### config.mk
export PLATFORM = sky130hd
export DESIGN_NAME = playfair_digraph_cipher
export DESIGN_NICKNAME = d
export VERILOG_FILES = /design/src/sv/pfc_pkg.sv /design/src/sv/playfair_digraph_cipher.sv /design/src/sv/pfc_ram.sv /design/src/sv/pfc_ctrl.sv /design/src/sv/pfc_datapath.sv
export VERILOG_INCLUDE_DIRS = /design/src /design/src/sv
export SDC_FILE = /design/constraint.sdc
export NUM_CORES = 1
export LEC_CHECK = 0
export ABC_AREA = 1
export BUFFER_PORTS_ARGS = -buffer_cell sky130_fd_sc_hd__buf_2
export CORE_MARGIN = 5
export CORE_UTILIZATION = 35
export DETAILED_ROUTE_END_ITERATION = 16
export HOLD_SLACK_MARGIN = 0.06
export SKIP_LAST_GASP = 1
export SYNTH_ARGS = -nofsm -noshare
export SYNTH_HDL_FRONTEND = slang
export SYNTH_SLANG_ARGS = --single-unit
### constraint.sdc
create_clock -name clk -period 3.85 [get_ports clk]
set_input_delay 1.155 -clock clk [delete_from_list [all_inputs] [get_ports clk]]
set_output_delay 1.155 -clock clk [all_outputs]
set_load 0.05 [all_outputs]
### src/sv/playfair_digraph_cipher_defines.svh
// Assertion macros for the Playfair digraph cipher.
// Included by the top level only; needs clk and arst_n in scope.
`ifndef PLAYFAIR_DIGRAPH_CIPHER_DEFINES_SVH
`define PLAYFAIR_DIGRAPH_CIPHER_DEFINES_SVH
`ifndef SYNTH
// A condition that must hold at every clock edge out of reset.
`define PFC_ASSERT(name, cond, msg) \
	name: assert property (@(posedge clk) disable iff (!arst_n) (cond)) else $error(msg);
// A condition that must hold in the cycle after the trigger.
`define PFC_ASSERT_NEXT(name, trig, cond, msg) \
	name: assert property (@(posedge clk) disable iff (!arst_n) (trig) |=> (cond)) \
		else $error(msg);
`else
`define PFC_ASSERT(name, cond, msg)
`define PFC_ASSERT_NEXT(name, trig, cond, msg)
`endif
`endif

### src/sv/pfc_pkg.sv
// Shared types, codes and helper functions for the Playfair digraph cipher.
// No dependencies; used by every module of the block except pfc_ram.
`timescale 1ns / 1ps

package pfc_pkg;

	localparam logic [1:0] REQ_KEY = 2'd0;
	localparam logic [1:0] REQ_ENC = 2'd1;
	localparam logic [1:0] REQ_DEC = 2'd2;

	localparam logic [4:0] LETTER_I = 5'd8;
	localparam logic [4:0] LETTER_J = 5'd9;
	localparam logic [4:0] LETTER_Z = 5'd25;
	localparam logic [4:0] TABLE_SIZE = 5'd25;
	localparam logic [2:0] SIDE_MAX = 3'd4;

	localparam int ALPHABET = 26;
	localparam int TABLE_DEPTH = 25;
	localparam int POS_WIDTH = 6;

	typedef struct packed {
		logic [1:0] req_type;
		logic [4:0] first_letter;
		logic [4:0] second_letter;
		logic       key_last;
	} in_t;

	typedef struct packed {
		logic [4:0] out_first;
		logic [4:0] out_second;
		logic       status;
	} out_t;

	typedef enum logic [2:0] {
		S_IDLE,
		S_KEY,
		S_FILL,
		S_POS,
		S_TAB,
		S_RESP
	} state_t;

	typedef struct packed {
		logic load_in;
		logic place_key;
		logic place_fill;
		logic set_ready;
		logic pos_rd;
		logic tab_rd;
		logic out_load;
	} cmd_t;

	typedef struct packed {
		logic last;
		logic ready;
		logic fill_end;
	} sts_t;

	function automatic logic [4:0] sat_letter(input logic [4:0] v);
		return (v > LETTER_Z) ? LETTER_Z : v;
	endfunction

	function automatic logic [4:0] j_to_i(input logic [4:0] v);
		return (v == LETTER_J) ? LETTER_I : v;
	endfunction

	// Cyclic step of a row or column index: forward to encrypt, back to decrypt.
	function automatic logic [2:0] step_idx(input logic [2:0] x, input logic fwd);
		logic [2:0] r;
		if (fwd) begin
			r = (x == SIDE_MAX) ? 3'd0 : x + 3'd1;
		end else begin
			r = (x == 3'd0) ? SIDE_MAX : x - 3'd1;
		end
		return r;
	endfunction

	function automatic logic [4:0] cell_addr(input logic [2:0] r, input logic [2:0] c);
		return {r, 2'b00} + {2'b00, r} + {2'b00, c};
	endfunction

endpackage

### src/sv/playfair_digraph_cipher.sv
// Top level of the Playfair digraph cipher.
// Depends on pfc_pkg, pfc_ctrl, pfc_datapath and the assertion macro header.
`timescale 1ns / 1ps
`include "playfair_digraph_cipher_defines.svh"

// Playfair cipher on letter codes a=0 to z=25, one request at a time. Send key
// letters with req_type 0 and mark the final one with key_last; the remaining
// letters are then filled in and the table becomes usable. A key letter sent on
// a finished table starts a new key. Encrypt (1) and decrypt (2) requests return
// one transformed digraph, or status 1 if no table is ready yet. Every request
// returns exactly one response. Before its response is loaded, a plain key letter
// passes the key placement state, the final key letter also the fill walk over all
// 26 letters, one letter per cycle; a digraph two registered memory reads in series
// (letter position, then table entry); a rejected or unused request goes straight to
// the response state. The request side is ready again once the response is loaded,
// even while that response still waits to be taken.
module playfair_digraph_cipher import pfc_pkg::*; (
	input  logic clk,
	input  logic arst_n,
	input  logic req_valid,
	output logic req_ready,
	input  in_t  req,
	output logic rsp_valid,
	input  logic rsp_ready,
	output out_t rsp
);

	cmd_t cmd;
	sts_t sts;

	pfc_ctrl u_ctrl (
		.clk       (clk),
		.arst_n    (arst_n),
		.req_valid (req_valid),
		.req_type  (req.req_type),
		.req_ready (req_ready),
		.rsp_valid (rsp_valid),
		.rsp_ready (rsp_ready),
		.sts       (sts),
		.cmd       (cmd)
	);

	pfc_datapath u_dp (
		.clk    (clk),
		.arst_n (arst_n),
		.req    (req),
		.cmd    (cmd),
		.sts    (sts),
		.rsp    (rsp)
	);

	`PFC_ASSERT(a_tab_needs_ready, !cmd.tab_rd || sts.ready, "table read without a ready table")
	`PFC_ASSERT(a_one_command, $onehot0({cmd.place_key, cmd.place_fill, cmd.pos_rd, cmd.tab_rd, cmd.out_load}), "conflicting datapath commands")
	`PFC_ASSERT_NEXT(a_busy_after_transfer, req_valid && req_ready, !req_ready, "request taken while busy")
	`PFC_ASSERT_NEXT(a_load_shows, cmd.out_load, rsp_valid, "loaded response not presented")

endmodule

### src/sv/pfc_ram.sv
// Generic RAM with one write port and two registered read ports.
// No dependencies.
`timescale 1ns / 1ps

module pfc_ram #(
	parameter int WIDTH = 8,
	parameter int DEPTH = 32
) (
	input  logic                     clk,
	input  logic                     we,
	input  logic [$clog2(DEPTH)-1:0] waddr,
	input  logic [WIDTH-1:0]         wdata,
	input  logic                     re,
	input  logic [$clog2(DEPTH)-1:0] raddr_a,
	input  logic [$clog2(DEPTH)-1:0] raddr_b,
	output logic [WIDTH-1:0]         rdata_a,
	output logic [WIDTH-1:0]         rdata_b
);

	logic [WIDTH-1:0] mem_q [DEPTH];

	always_ff @(posedge clk) begin
		if (we) begin
			mem_q[waddr] <= wdata;
		end
		if (re) begin
			rdata_a <= mem_q[raddr_a];
			rdata_b <= mem_q[raddr_b];
		end
	end

endmodule

### src/sv/pfc_ctrl.sv
// Controller state machine for the Playfair digraph cipher.
// Depends on pfc_pkg; drives the datapath through cmd_t and reads sts_t.
`timescale 1ns / 1ps

module pfc_ctrl import pfc_pkg::*; (
	input  logic       clk,
	input  logic       arst_n,
	input  logic       req_valid,
	input  logic [1:0] req_type,
	output logic       req_ready,
	output logic       rsp_valid,
	input  logic       rsp_ready,
	input  sts_t       sts,
	output cmd_t       cmd
);

	state_t state_q, state_next;
	logic   rsp_valid_q;
	logic   accept;
	logic   out_free;

	assign req_ready = (state_q == S_IDLE);
	assign accept    = req_valid && req_ready;
	assign out_free  = !rsp_valid_q || rsp_ready;
	assign rsp_valid = rsp_valid_q;

	always_comb begin
		state_next = state_q;
		unique case (state_q)
			S_IDLE: begin
				if (accept) begin
					if (req_type == REQ_KEY) begin
						state_next = S_KEY;
					end else if ((req_type == REQ_ENC || req_type == REQ_DEC) && sts.ready) begin
						state_next = S_POS;
					end else begin
						state_next = S_RESP;
					end
				end
			end
			S_KEY: begin
				state_next = sts.last ? S_FILL : S_RESP;
			end
			S_FILL: begin
				if (sts.fill_end) begin
					state_next = S_RESP;
				end
			end
			S_POS: begin
				state_next = S_TAB;
			end
			S_TAB: begin
				state_next = S_RESP;
			end
			S_RESP: begin
				if (out_free) begin
					state_next = S_IDLE;
				end
			end
			default: begin
				state_next = S_IDLE;
			end
		endcase
	end

	always_comb begin
		cmd = '0;
		unique case (state_q)
			S_IDLE: begin
				cmd.load_in = accept;
			end
			S_KEY: begin
				cmd.place_key = 1'b1;
			end
			S_FILL: begin
				cmd.place_fill = 1'b1;
				cmd.set_ready  = sts.fill_end;
			end
			S_POS: begin
				cmd.pos_rd = 1'b1;
			end
			S_TAB: begin
				cmd.tab_rd = 1'b1;
			end
			S_RESP: begin
				cmd.out_load = out_free;
			end
			default: begin
				cmd = '0;
			end
		endcase
	end

	always_ff @(posedge clk or negedge arst_n) begin
		if (!arst_n) begin
			state_q     <= S_IDLE;
			rsp_valid_q <= 1'b0;
		end else begin
			state_q <= state_next;
			if (cmd.out_load) begin
				rsp_valid_q <= 1'b1;
			end else if (rsp_ready) begin
				rsp_valid_q <= 1'b0;
			end
		end
	end

endmodule

### src/sv/pfc_datapath.sv
// Datapath for the Playfair digraph cipher: key table build and digraph lookup.
// Depends on pfc_pkg and pfc_ram; controlled by pfc_ctrl through cmd_t.
`timescale 1ns / 1ps

module pfc_datapath import pfc_pkg::*; (
	input  logic clk,
	input  logic arst_n,
	input  in_t  req,
	input  cmd_t cmd,
	output sts_t sts,
	output out_t rsp
);

	logic [1:0]          req_type_q;
	logic [4:0]          a_q;
	logic [4:0]          b_q;
	logic                last_q;
	logic [ALPHABET-1:0] seen_q;
	logic [4:0]          fill_q;
	logic [2:0]          frow_q;
	logic [2:0]          fcol_q;
	logic                ready_q;
	logic [4:0]          k_q;
	out_t                rsp_q;

	logic                placing;
	logic                restart;
	logic [4:0]          ch;
	logic [ALPHABET-1:0] eff_seen;
	logic [4:0]          eff_fill;
	logic [2:0]          eff_row;
	logic [2:0]          eff_col;
	logic                do_place;
	logic [ALPHABET-1:0] seen_next;
	logic [4:0]          fill_next;
	logic [2:0]          row_next;
	logic [2:0]          col_next;

	logic [POS_WIDTH-1:0] pos_a;
	logic [POS_WIDTH-1:0] pos_b;
	logic [2:0]           ra, ca, rb, cb;
	logic                 fwd;
	logic [4:0]           tab_addr_a;
	logic [4:0]           tab_addr_b;
	logic [4:0]           tab_a;
	logic [4:0]           tab_b;
	logic                 digraph;
	out_t                 rsp_next;

	// A key letter arriving on a finished table starts a new key from scratch.
	assign placing  = cmd.place_key || cmd.place_fill;
	assign restart  = cmd.place_key && ready_q;
	assign ch       = cmd.place_key ? a_q : k_q;
	assign eff_seen = restart ? '0 : seen_q;
	assign eff_fill = restart ? 5'd0 : fill_q;
	assign eff_row  = restart ? 3'd0 : frow_q;
	assign eff_col  = restart ? 3'd0 : fcol_q;
	assign do_place = placing && (ch != LETTER_J) && !eff_seen[ch] && (eff_fill < TABLE_SIZE);

	always_comb begin
		seen_next = eff_seen;
		fill_next = eff_fill;
		row_next  = eff_row;
		col_next  = eff_col;
		if (do_place) begin
			seen_next[ch] = 1'b1;
			fill_next     = eff_fill + 5'd1;
			if (eff_col == SIDE_MAX) begin
				col_next = 3'd0;
				row_next = eff_row + 3'd1;
			end else begin
				col_next = eff_col + 3'd1;
			end
		end
	end

	always_ff @(posedge clk) begin
		if (cmd.load_in) begin
			req_type_q <= req.req_type;
			a_q        <= sat_letter(req.first_letter);
			b_q        <= sat_letter(req.second_letter);
			last_q     <= req.key_last;
		end
	end

	always_ff @(posedge clk or negedge arst_n) begin
		if (!arst_n) begin
			seen_q  <= '0;
			fill_q  <= '0;
			frow_q  <= '0;
			fcol_q  <= '0;
			ready_q <= 1'b0;
			k_q     <= '0;
		end else begin
			if (placing) begin
				seen_q <= seen_next;
				fill_q <= fill_next;
				frow_q <= row_next;
				fcol_q <= col_next;
			end
			if (restart) begin
				ready_q <= 1'b0;
			end else if (cmd.set_ready) begin
				ready_q <= 1'b1;
			end
			if (cmd.place_key) begin
				k_q <= '0;
			end else if (cmd.place_fill) begin
				k_q <= k_q + 5'd1;
			end
		end
	end

	pfc_ram #(
		.WIDTH(POS_WIDTH),
		.DEPTH(ALPHABET)
	) u_pos_ram (
		.clk     (clk),
		.we      (do_place),
		.waddr   (ch),
		.wdata   ({eff_row, eff_col}),
		.re      (cmd.pos_rd),
		.raddr_a (j_to_i(a_q)),
		.raddr_b (j_to_i(b_q)),
		.rdata_a (pos_a),
		.rdata_b (pos_b)
	);

	assign ra  = pos_a[5:3];
	assign ca  = pos_a[2:0];
	assign rb  = pos_b[5:3];
	assign cb  = pos_b[2:0];
	assign fwd = (req_type_q == REQ_ENC);

	always_comb begin
		if (ra == rb) begin
			tab_addr_a = cell_addr(ra, step_idx(ca, fwd));
			tab_addr_b = cell_addr(rb, step_idx(cb, fwd));
		end else if (ca == cb) begin
			tab_addr_a = cell_addr(step_idx(ra, fwd), ca);
			tab_addr_b = cell_addr(step_idx(rb, fwd), cb);
		end else begin
			tab_addr_a = cell_addr(ra, cb);
			tab_addr_b = cell_addr(rb, ca);
		end
	end

	pfc_ram #(
		.WIDTH(5),
		.DEPTH(TABLE_DEPTH)
	) u_tab_ram (
		.clk     (clk),
		.we      (do_place),
		.waddr   (eff_fill),
		.wdata   (ch),
		.re      (cmd.tab_rd),
		.raddr_a (tab_addr_a),
		.raddr_b (tab_addr_b),
		.rdata_a (tab_a),
		.rdata_b (tab_b)
	);

	assign digraph = (req_type_q == REQ_ENC) || (req_type_q == REQ_DEC);

	always_comb begin
		rsp_next = '0;
		if (digraph && ready_q) begin
			rsp_next.out_first  = tab_a;
			rsp_next.out_second = tab_b;
		end else if (digraph) begin
			rsp_next.status = 1'b1;
		end
	end

	always_ff @(posedge clk) begin
		if (cmd.out_load) begin
			rsp_q <= rsp_next;
		end
	end

	assign rsp          = rsp_q;
	assign sts.last     = last_q;
	assign sts.ready    = ready_q;
	assign sts.fill_end = (k_q == LETTER_Z);

endmodule
==> Word level (Yosys, flattened, before mapping) <==
Memory sizes are Yosys's and may differ from the RTL's. A register that Yosys moved wholly into a read port is not among the register bits.
Cells that the tools add are included.
{ "classes": {"n_addsub": 22, "bitwise_logic": 1, "order_cmp": 5, "muxes": 61, "reduce_logical": 24, "eq_ne": 23} }
{ "ops": {"columns": ["cell", "count"], "rows": [
  ["$mux 3", 30],
  ["$mux 5", 11],
  ["$mux 26", 2],
  ["$add 5x3->5", 10],
  ["$or 26x26->26", 1],
  ["$eq 3x3->1 const B", 7],
  ["$add 3x1->3 const B", 6],
  ["$pmux 3 s6", 1],
  ["$logic_not 3->1", 5],
  ["$mux 1", 14],
  ["$sub 3x1->3 const B", 4],
  ["$add 5x1->5 const B", 2],
  ["$eq 5x4->1 const B", 2],
  ["$gt 5x5->1 const B", 2],
  ["$logic_and 1x1->1", 8],
  ["$eq 3x2->1 const B", 2],
  ["$eq 3x3->1", 2],
  ["$lt 5x6->1 const B", 1],
  ["$reduce_bool 2->1", 3],
  ["$bmux 1 s5", 1],
  ["$demux 1 s5", 1],
  ["$eq 5x5->1 const B", 1],
  ["$ge 5x1->1 const B", 1],
  ["$lt 5x5->1 const B", 1],
  ["11 further kinds", 18]
]} }
{ "word_totals": {"register_bits": 71, "word_cells": 153, "ram_bits": 281, "out_inout_bits": 13, "memories": 2, "input_bits": 17} }
{ "mem_list": {"columns": ["memory", "depth", "word_bits", "read_ports", "rd_clocked_by_memory_dff", "wr", "line", "source"], "rows": [
  ["u_dp.u_pos_ram.mem_q", 26, 6, 2, 2, 1, "pfc_ram.sv:20", "logic [WIDTH-1:0] mem_q [DEPTH];"],
  ["u_dp.u_tab_ram.mem_q", 25, 5, 2, 2, 1, "pfc_ram.sv:20", null]
]} }

==> Longest topological paths before layout <==
Gate-level depths: netlist (run 1).
{ "depth": {"ltp_word": 11, "ltp_mapped": 19, "depth_no_buf": 18} }

==> Hierarchy <==
From an unflattened synthesis (run 1), not the netlist that was laid out.
{ "hier_totals": {"cells_unflattened": 2615, "hier_area_um2": 21336.7} }
{ "modules_own_cells": {"columns": ["mod", "n_inst", "area_per_inst_um2", "cells_each", "seq_area_each_um2"], "rows": [
  ["pfc_ram (u_dp.u_pos_ram)", 1, 8511.9, 976, 5044.8],
  ["pfc_ram (u_dp.u_tab_ram)", 1, 7066.8, 834, 4053.9],
  ["pfc_datapath", 1, 5396.4, 747, 1796.7],
  ["pfc_ctrl", 1, 361.6, 58, 100.1]
]} }

==> Least setup slack after synthesis (run 1) <==
Ideal clock, no wire load.
{ "synth_timing": {"kind": "reg2reg", "from": "register u_dp.u_pos_ram.rdata_a[4] (read register of u_dp.u_pos_ram.mem_q)", "to": "register u_dp.u_tab_ram.rdata_a[1] (read register of u_dp.u_tab_ram.mem_q) (data pin)", "t_required_ps": 3596, "setup_time_ps": 254, "path_stages_with_launch": 18, "arrival_ps": 3393, "n_path_buf": 1, "synth_period_minus_slack_ps": 3647, "slack_ps": 203, "cell_sequence": "edfxtp_1 inv_1 ha_1 inv_1 o21ai_0 inv_1 a21oi_1 fa_1 fa_1 xor2_1 nand2_1 a31oi_1 inv_1 buf_2 nand3_1 nand2_1 nand2_1 nand2_1"} }
{ "synth_between": {"elab_chain_cells": 9, "word_cells_on_any_way": 17, "classes_between": "7 x add/sub; 2 x eq/ne; 7 x mux; 1 x reduce/logical"} }
{ "synth_lines": {"columns": ["element", "line", "source"], "rows": [
  ["from (decl)", "pfc_ram.sv:16", "output logic [WIDTH-1:0] rdata_a,"],
  ["$sub 3x1->3, or another cell as far along", "pfc_pkg.sv:73", "r = (x == 3'd0) ? SIDE_MAX : x - 3'd1;"],
  ["$mux 3, on equally long branches", "pfc_pkg.sv:73, pfc_pkg.sv:71", null],
  ["$mux 3", "pfc_pkg.sv:70", "if (fwd) begin"],
  ["$mux 3", "pfc_datapath.sv:139", "end else if (ca == cb) begin"],
  ["$mux 3", "pfc_datapath.sv:136", "if (ra == rb) begin"],
  ["$add 5x3->5 (2 in a row)", "pfc_pkg.sv:79", "return {r, 2'b00} + {2'b00, r} + {2'b00, c};"],
  ["$mux 5", "pfc_datapath.sv:139", null],
  ["$mux 5 *", "pfc_datapath.sv:136", null],
  ["to (decl)", "pfc_ram.sv:16", null]
]} }
Every way passes the cells marked *; elsewhere a longest branch is shown, timed or not. The select of a mux whose other input is x is not followed.
A chain may end at the register's enable or synchronous reset.

==> Final worst setup path (run 1) <==
{ "layout_timing": {"from": "register u_ctrl.state_q[0]", "to": "memory u_dp.u_pos_ram.mem_q[16][5] (netlist name) (enable)"} }
{ "layout_between": {"elab_chain_cells": 11, "word_cells_on_any_way": 19, "classes_between": "1 x order compare; 3 x eq/ne; 9 x mux; 6 x reduce/logical"} }
{ "layout_lines": {"columns": ["element", "line", "source"], "rows": [
  ["from (decl)", "pfc_ctrl.sv:17", "state_t state_q, state_next;"],
  ["from (signal assigned)", "pfc_ctrl.sv:99", "state_q <= state_next;"],
  ["$eq 3x1->1", "pfc_ctrl.sv:68", "unique case (state_q)"],
  ["$mux 1", "pfc_ctrl.sv:68", null],
  ["$logic_and 1x1->1", "pfc_datapath.sv:52", "assign restart = cmd.place_key && ready_q;"],
  ["$mux 26", "pfc_datapath.sv:54", "assign eff_seen = restart ? '0 : seen_q;"],
  ["$bmux 1 s5", "pfc_datapath.sv:58", "assign do_place = placing && (ch != LETTER_J) && !eff_seen[ch] && (eff_fill < TABLE_SIZE);"],
  ["$mux 1 (implied by the code)", "pfc_datapath.sv:58", null],
  ["$logic_not 1->1", "pfc_datapath.sv:58", null],
  ["$logic_and 1x1->1 (2 in a row)", "pfc_datapath.sv:58", null],
  ["$mux 1", "pfc_ram.sv:23", "if (we) begin"],
  ["$mux 1 (implied by the code)", "pfc_ram.sv:24", "mem_q[waddr] <= wdata;"],
  ["to (decl)", "pfc_ram.sv:20", null]
]} }
Several ways; a longest one is shown, not always the timed one. The select of a mux whose other input is x is not followed.

==> results of run 1 <==
## metal layers
| layer | share of wire | wire [µm] | track usage | vias up |
|---|---|---|---|---|
| li1 | - | - | - | 8184 |
| met1 | 0.44 | 28050 | 0.2789 | 8425 |
| met2 | 0.46 | 29000 | 0.3074 | 803 |
| met3 | 0.081 | 5166 | 0.03457 | 102 |
| met4 | 0.022 | 1422 | 0.05186 | 0 |
| met5 | 0 | 0 | 0 | - |
## critical path: stages (launching register included)
cell and delay (ns):
dfrtp_1 0.38, inv_2 0.07, nor2_4 0.11, nand2_4 0.18, inv_2 0.11, nand2_2 0.37, nand2_1 0.33, a21oi_1 0.15
nor2_1 0.15, nand3_2 0.11, nor2_4 0.14, buf_4 0.32, nand3_2 0.15, nor2_1 0.58
## power by group through the flow
stage / Sequential, mW / Combinational [mW] / Clock [mW]
final: 5.42 / 6.16 / 4.08
after global routing: 5.45 / 6.78 / 4.32
after CTS: 5.42 / 6.11 / 4.16
after detailed placement: 5.50 / 6.08 / 0
after global placement: 5.49 / 6.02 / 0
after floorplan: 5.52 / 3.95 / 0
## cells in the final DEF (no fill, tap or decap), drive strengths merged, types with 4 or more instances in the layout
cell,count
inv,303
o22ai,18
fa,8
a21boi,4
o21ai,150
nor2,187
nand4,13
ha,49
a31oi,5
bufinv,4
xor2,10
conb,6
nand3,412
buf,115
or2,5
clkinv,22
clkinvlp,4
a21oi,84
clkbuf,49
nand2,524
o211ai,74
dfrtp,47
a211oi,6
nor3,7
xnor2,13
edfxtp,327
## what timing repair did
action,CTS,global route
gates resized for setup,0,6
endpoints found under the setup margin,0,10
hold buffers,0,0
## worst max-delay path by stage
stage                                         start                     endpoint  cells past startpoint
after floorplan           u_dp.u_pos_ram.rdata_a[4]    u_dp.u_tab_ram.rdata_a[1]                     17
after global placement    u_dp.u_pos_ram.rdata_a[3]    u_dp.u_tab_ram.rdata_a[3]                     17
after detailed placement  u_dp.u_pos_ram.rdata_b[3]    u_dp.u_tab_ram.rdata_b[3]                     18
after CTS                 u_dp.u_pos_ram.rdata_b[3]    u_dp.u_tab_ram.rdata_b[3]                     18
after global routing              u_ctrl.state_q[0]  u_dp.u_tab_ram.mem_q[16][4]                     14
final                             u_ctrl.state_q[0]  u_dp.u_pos_ram.mem_q[16][5]                     13
## final cells by class
cell class	count	area, µm²	share of cell area
sequential	374	11000	0.4677
tap	773	967.2	0.04114
timing repair buffer	115	840.8	0.03577
clock buffer	49	1099	0.04673
clock inverter	31	289.0	0.01230
inverter	302	1134	0.04822
multi-input combinational	1594	8183	0.3481
## logic make-up after synthesis
kind of cell    synth area share
compound gates            0.1011
fa+ha+maj                0.03705
other cells            0.0001797
simple gates              0.2397
flops                     0.5269
mux                     0.001079
buf+inv                  0.08394
xor+xnor                 0.01001
## flip-flops by register name, summed over array words and instances (netlist names), 6 cells and up
signal and cells:
u_dp.u_tab_ram.mem_q 125, u_dp.seen_q 26, u_dp.u_pos_ram.rdata_b 6, u_dp.u_pos_ram.mem_q 156
u_dp.rsp 11, u_dp.u_pos_ram.rdata_a 6
==> flow_metrics.env, run 1 <==
export IMPL_status="complete, no violations"
export IMPL_synth_cell_area_um2=20870
export IMPL_cts_setup_buffers=0
export IMPL_worst_pin_slew_ns=1.065
export IMPL_place_inst=3158
export IMPL_ys_ff_latch=374
export IMPL_clk_pin_slew_worst_paths_ns=0.06
export IMPL_antenna_cells=0
export IMPL_cts_tree="built"
export IMPL_grt_total_usage=0.1946
export IMPL_clock_sinks=374
export IMPL_remaining_drc_errors=0
export IMPL_path_class="flop to flop"
export IMPL_post_route_period_util=0.9183
export IMPL_finalHoldViolations=0
export IMPL_setup_viol=0
export IMPL_grt_pass1_wl_um=98900
export IMPL_hold_class="flop to flop"
export IMPL_crit_fanout=27
export IMPL_clock_latency_ns=0.60
export IMPL_min_to="u_dp.seen_q[25]"
export IMPL_skew_ns=0.02117
export IMPL_die_width_um=254.2
export IMPL_vias_per_cell=5.409
export IMPL_ys_async_sr_fraction=0.1257
export IMPL_first_pass_iters=5
export IMPL_leakage_nw=9.969
export IMPL_seqPwrFrac=0.346
export IMPL_grt_pass1_vias=16740
export IMPL_fin_cells=3238
export IMPL_synth_area_leaders="edfxtp_1, nand3_1, nand2_1"
export IMPL_syn_area_per_cell_um2=8.706
export IMPL_htreeDepth=2
export IMPL_yosysMostFrequentCell="nand2_1"
export IMPL_tns_ns=0
export IMPL_crit_path_start_kind="flop"
export IMPL_io_pins=30
export IMPL_internal_power_mw=9.298
export IMPL_synth_edff_count=327
export IMPL_vdd_drop_max_mv=0.4013
export IMPL_fin_hold_ws_ns=0.4734
export IMPL_start_util=0.3536
export IMPL_overflow=0
export IMPL_synth_flop_cell="edfxtp_1"
export IMPL_yosys_top_cells_count="nand2_1, nand3_1, edfxtp_1"
export IMPL_power_per_cell_area_nw_per_um2=665.8
export IMPL_min_period_ns=3.536
export IMPL_design_area_um2=23510
export IMPL_worstPathRequired_ns=4.07
export IMPL_r2r_end="u_dp.u_pos_ram.mem_q[16][5]"
export IMPL_die_area_um2=64600
export IMPL_cts_buffers_inserted=43
export IMPL_reg2regPathDepth=13
export IMPL_r2r_setup_slack_ns=0.31
export IMPL_min_delay_start="u_dp.seen_q[25]"
export IMPL_cap_violations=0
export IMPL_synth_cells=2397
export IMPL_p_sw_frac=0.4059
export IMPL_drt_iter0_drc=1677
export IMPL_maxSlewViolCount=0
export IMPL_syn_to_final_growth_pct=12.65
export IMPL_place_gp_congestion=0.9502
export IMPL_ant_nets=0
export IMPL_fmax_mhz=282.8
export IMPL_p_total_mw=15.65
export IMPL_routed_wl_um=63640
export IMPL_fin_nets=2504
export IMPL_portBuffers=29
export IMPL_arrival_ns=3.75
export IMPL_power_share_clock=0.261
export IMPL_p_switching_mw=6.353
export IMPL_maxSlewHeadroom=0.2873
export IMPL_clk_path_buf_depth=3
export IMPL_drive_gt1_frac=0.09412
export IMPL_ys_warn_count=0
export IMPL_fill_cells=5779
export IMPL_placed_cell_area_um2=22110
export IMPL_pre_cts_slack_ns=0.1753
export IMPL_yosys_area_top_type="edfxtp_1"
export IMPL_r2r_start="u_ctrl.state_q[0]"
export IMPL_p_comb_frac=0.393
export IMPL_wl_per_cell_um=19.65
export IMPL_row_count=89
export IMPL_hpwl_um=44850
export IMPL_grt_setup_unrepaired="false"
export IMPL_ctsRootBufferMaster="clkbuf_16"
export IMPL_grt_max_degree=60
export IMPL_post_route_util=0.3983
export IMPL_antenna_found_initial=2
export IMPL_die_h_um=254.2
export IMPL_fin_ws_ns=0.3144
export IMPL_via_count=17510
export IMPL_yosysTopAreaCellShare=0.4706
export IMPL_yosysSeqAreaShare=0.5269
export IMPL_end_kind="flop"
export IMPL_ys_types=50
export IMPL_core_area_um2=59020
export IMPL_whs_path_depth=2
No activity file was read; power rests on OpenSTA's default activity.
==> run 2: changes to the inputs <==
Settings changed: CTS_BUF_LIST from default to sky130_fd_sc_hd__clkbuf_4 sky130_fd_sc_hd__clkbuf_8 sky130_fd_sc_hd__clkbuf_16.
==> run 2 against run 1 <==
Wire length hardly changed. Highest routed layer unchanged. Setup slack got worse by 0.011 ns. Flip-flop and latch count is the same. Combinational power hardly changed. Design area barely moved. Clock power is 1% higher. Total power up 0.37%. First-iteration DRC count down 0.42%. Critical path type unchanged. Critical endpoint unchanged. Largest power group unchanged. Clock skew down 0.0030 ns. Die area unchanged.
==> flow_metrics.env, run 2 (synthesized netlist as in run 1, its figures left out) <==
export IMPL_status="complete, no violations"
export IMPL_design_area_um2=23530
export IMPL_hpwl_um=44850
export IMPL_via_count=17520
export IMPL_fin_nets=2504
export IMPL_antenna_found_initial=2
export IMPL_largest_reg_flops=156
export IMPL_drive_gt1_frac=0.09655
export IMPL_skew_ns=0.01812
export IMPL_grt_pass1_vias=16720
export IMPL_drt_iter0_drc=1670
export IMPL_die_area_um2=64600
export IMPL_crit_fanout=25
export IMPL_max_stage_delay_ns=0.59
export IMPL_vdd_drop_max_mv=0.4041
export IMPL_wl_per_cell_um=19.67
export IMPL_overflow=0
export IMPL_min_period_ns=3.547
export IMPL_grt_max_degree=60
export IMPL_cap_violations=0
export IMPL_die_width_um=254.2
export IMPL_place_gp_congestion=0.9502
export IMPL_worst_pin_slew_ns=1.048
export IMPL_multi_input_area_um2=8183
export IMPL_maxSlewHeadroom=0.2988
export IMPL_start_util=0.3536
export IMPL_fill_cells=5784
export IMPL_power_per_cell_area_nw_per_um2=667.6
export IMPL_htreeDepth=2
export IMPL_io_pins=30
export IMPL_clk_pin_slew_worst_paths_ns=0.06
export IMPL_ctsRootBufferMaster="clkbuf_16"
export IMPL_clock_sinks=374
export IMPL_clock_latency_ns=0.60
export IMPL_leakage_nw=9.990
export IMPL_biggestRegsByFlops="u_dp.u_pos_ram.mem_q: 156 flops, u_dp.u_tab_ram.mem_q: 125 flops, u_dp.seen_q: 26 flops"
export IMPL_cts_buffers_inserted=43
export IMPL_crit_path_top_delay_cell="nor2_1"
export IMPL_portBuffers=29
export IMPL_core_area_um2=59020
export IMPL_syn_to_final_growth_pct=12.76
export IMPL_fmax_mhz=281.9
export IMPL_maxSlewViolCount=0
export IMPL_routed_wl_um=63700
export IMPL_post_route_period_util=0.9213
export IMPL_antenna_cells=0
export IMPL_grt_pass1_wl_um=98900
export IMPL_grt_total_usage=0.1946
export IMPL_final_cell_mix="nand2_1, nand3_1, edfxtp_1"
export IMPL_row_count=89
export IMPL_final_common_cell="nand2_1"
export IMPL_arrival_ns=3.76
export IMPL_first_pass_iters=5
export IMPL_ant_nets=0
export IMPL_remaining_drc_errors=0
export IMPL_top_register="u_dp.u_pos_ram.mem_q"
export IMPL_die_h_um=254.2
export IMPL_setup_viol=0
export IMPL_clk_path_buf_depth=3
export IMPL_cts_tree="built"
export IMPL_worstPathRequired_ns=4.06
export IMPL_placed_cell_area_um2=22110
export IMPL_path_cells="inv_2 -> nor2_4 -> nand2_4 -> o21ai_4 -> inv_2 -> nand2_4 -> inv_2 -> nand2_1 -> nand3_1 -> nand2_1 -> nand2_1 -> nor2_4 -> buf_4 -> nand3_2 -> nor2_1"
export IMPL_grt_setup_unrepaired="false"
export IMPL_hold_class="flop to flop"
export IMPL_crit_path_start_kind="flop"
export IMPL_path_class="flop to flop"
export IMPL_finalHoldViolations=0
export IMPL_seq_area_um2=11000
export IMPL_post_route_util=0.3987
export IMPL_vias_per_cell=5.410
export IMPL_tns_ns=0
export IMPL_end_kind="flop"
## run 2: cell counts in the layout (fill, tap and decap cells not counted)
No cell type changed its count.
## run 2: final cells by class
| class | instances | share of cell area |
|---|---|---|
| clock buffer | 49 | 0.04764 |
| clock inverter | 31 | 0.01228 |
| inverter | 302 | 0.04818 |
| multi-input combinational | 1594 | 0.3478 |
| sequential | 374 | 0.4673 |
| tap | 773 | 0.04110 |
| timing repair buffer | 115 | 0.03573 |
## run 2: timing repair
action                     in CTS  in global routing
gates resized for setup         0                  6
hold endpoints to repair        0                  0
setup endpoints to repair       0                 10
hold buffers                    0                  0
setup buffers                   0                  0
## run 2: report_power, final
| part | leakage [nW] | internal, mW | switching, mW |
|---|---|---|---|
| Sequential | 3.59 | 5.20 | 0.218 |
| Combinational | 5.70 | 1.75 | 4.41 |
| Clock | 0.698 | 2.38 | 1.74 |
## run 2: final timing paths
check                                         endpoint  depth (start not counted)              start  slack, ns
setup / recovery           u_dp.u_pos_ram.mem_q[16][5]                         15  u_ctrl.state_q[0]       0.30
hold / removal                         u_dp.seen_q[25]                          2    u_dp.seen_q[25]       0.47
setup reg to reg           u_dp.u_pos_ram.mem_q[16][5]                         15  u_ctrl.state_q[0]       0.30
hold reg to reg                        u_dp.seen_q[25]                          2    u_dp.seen_q[25]       0.47
max in group asynchronous             u_ctrl.rsp_valid                          2             arst_n       2.45
min in group asynchronous               u_dp.seen_q[6]                          1             arst_n       0.71
## run 2: through the flow
step	power [mW]	worst slack, ns	hold WS, ns	instances
2_1_floorplan	9.470	0.2035	0.4393	2402
3_3_place_gp	11.51	0.2585	0.4619	3158
3_5_place_dp	11.58	0.1753	0.4613	3158
4_1_cts	15.73	0.1345	0.4777	3238
5_1_grt	16.59	0.04382	0.4961	3238
6_report	15.71	0.3029	0.4745	3238
## run 2: worst max-delay path: cells and delay by family, from the launching register on
kind                   cells  cell delay [ns]
AND/OR/NAND/NOR           10             1.65
buffers and inverters      4             0.68
AO/OA/AOI/OAI              1             0.44
flip-flops                 1             0.39
## run 2: per-layer routing
layer	vias to the layer above	routed length (µm)	GRT usage	part of all wire
li1	8182	-	-	-
met1	8443	28230	0.2791	0.44
met2	798	29040	0.3075	0.46
met3	95	5090	0.03447	0.080
met4	0	1345	0.05186	0.021
met5	-	0	0	0
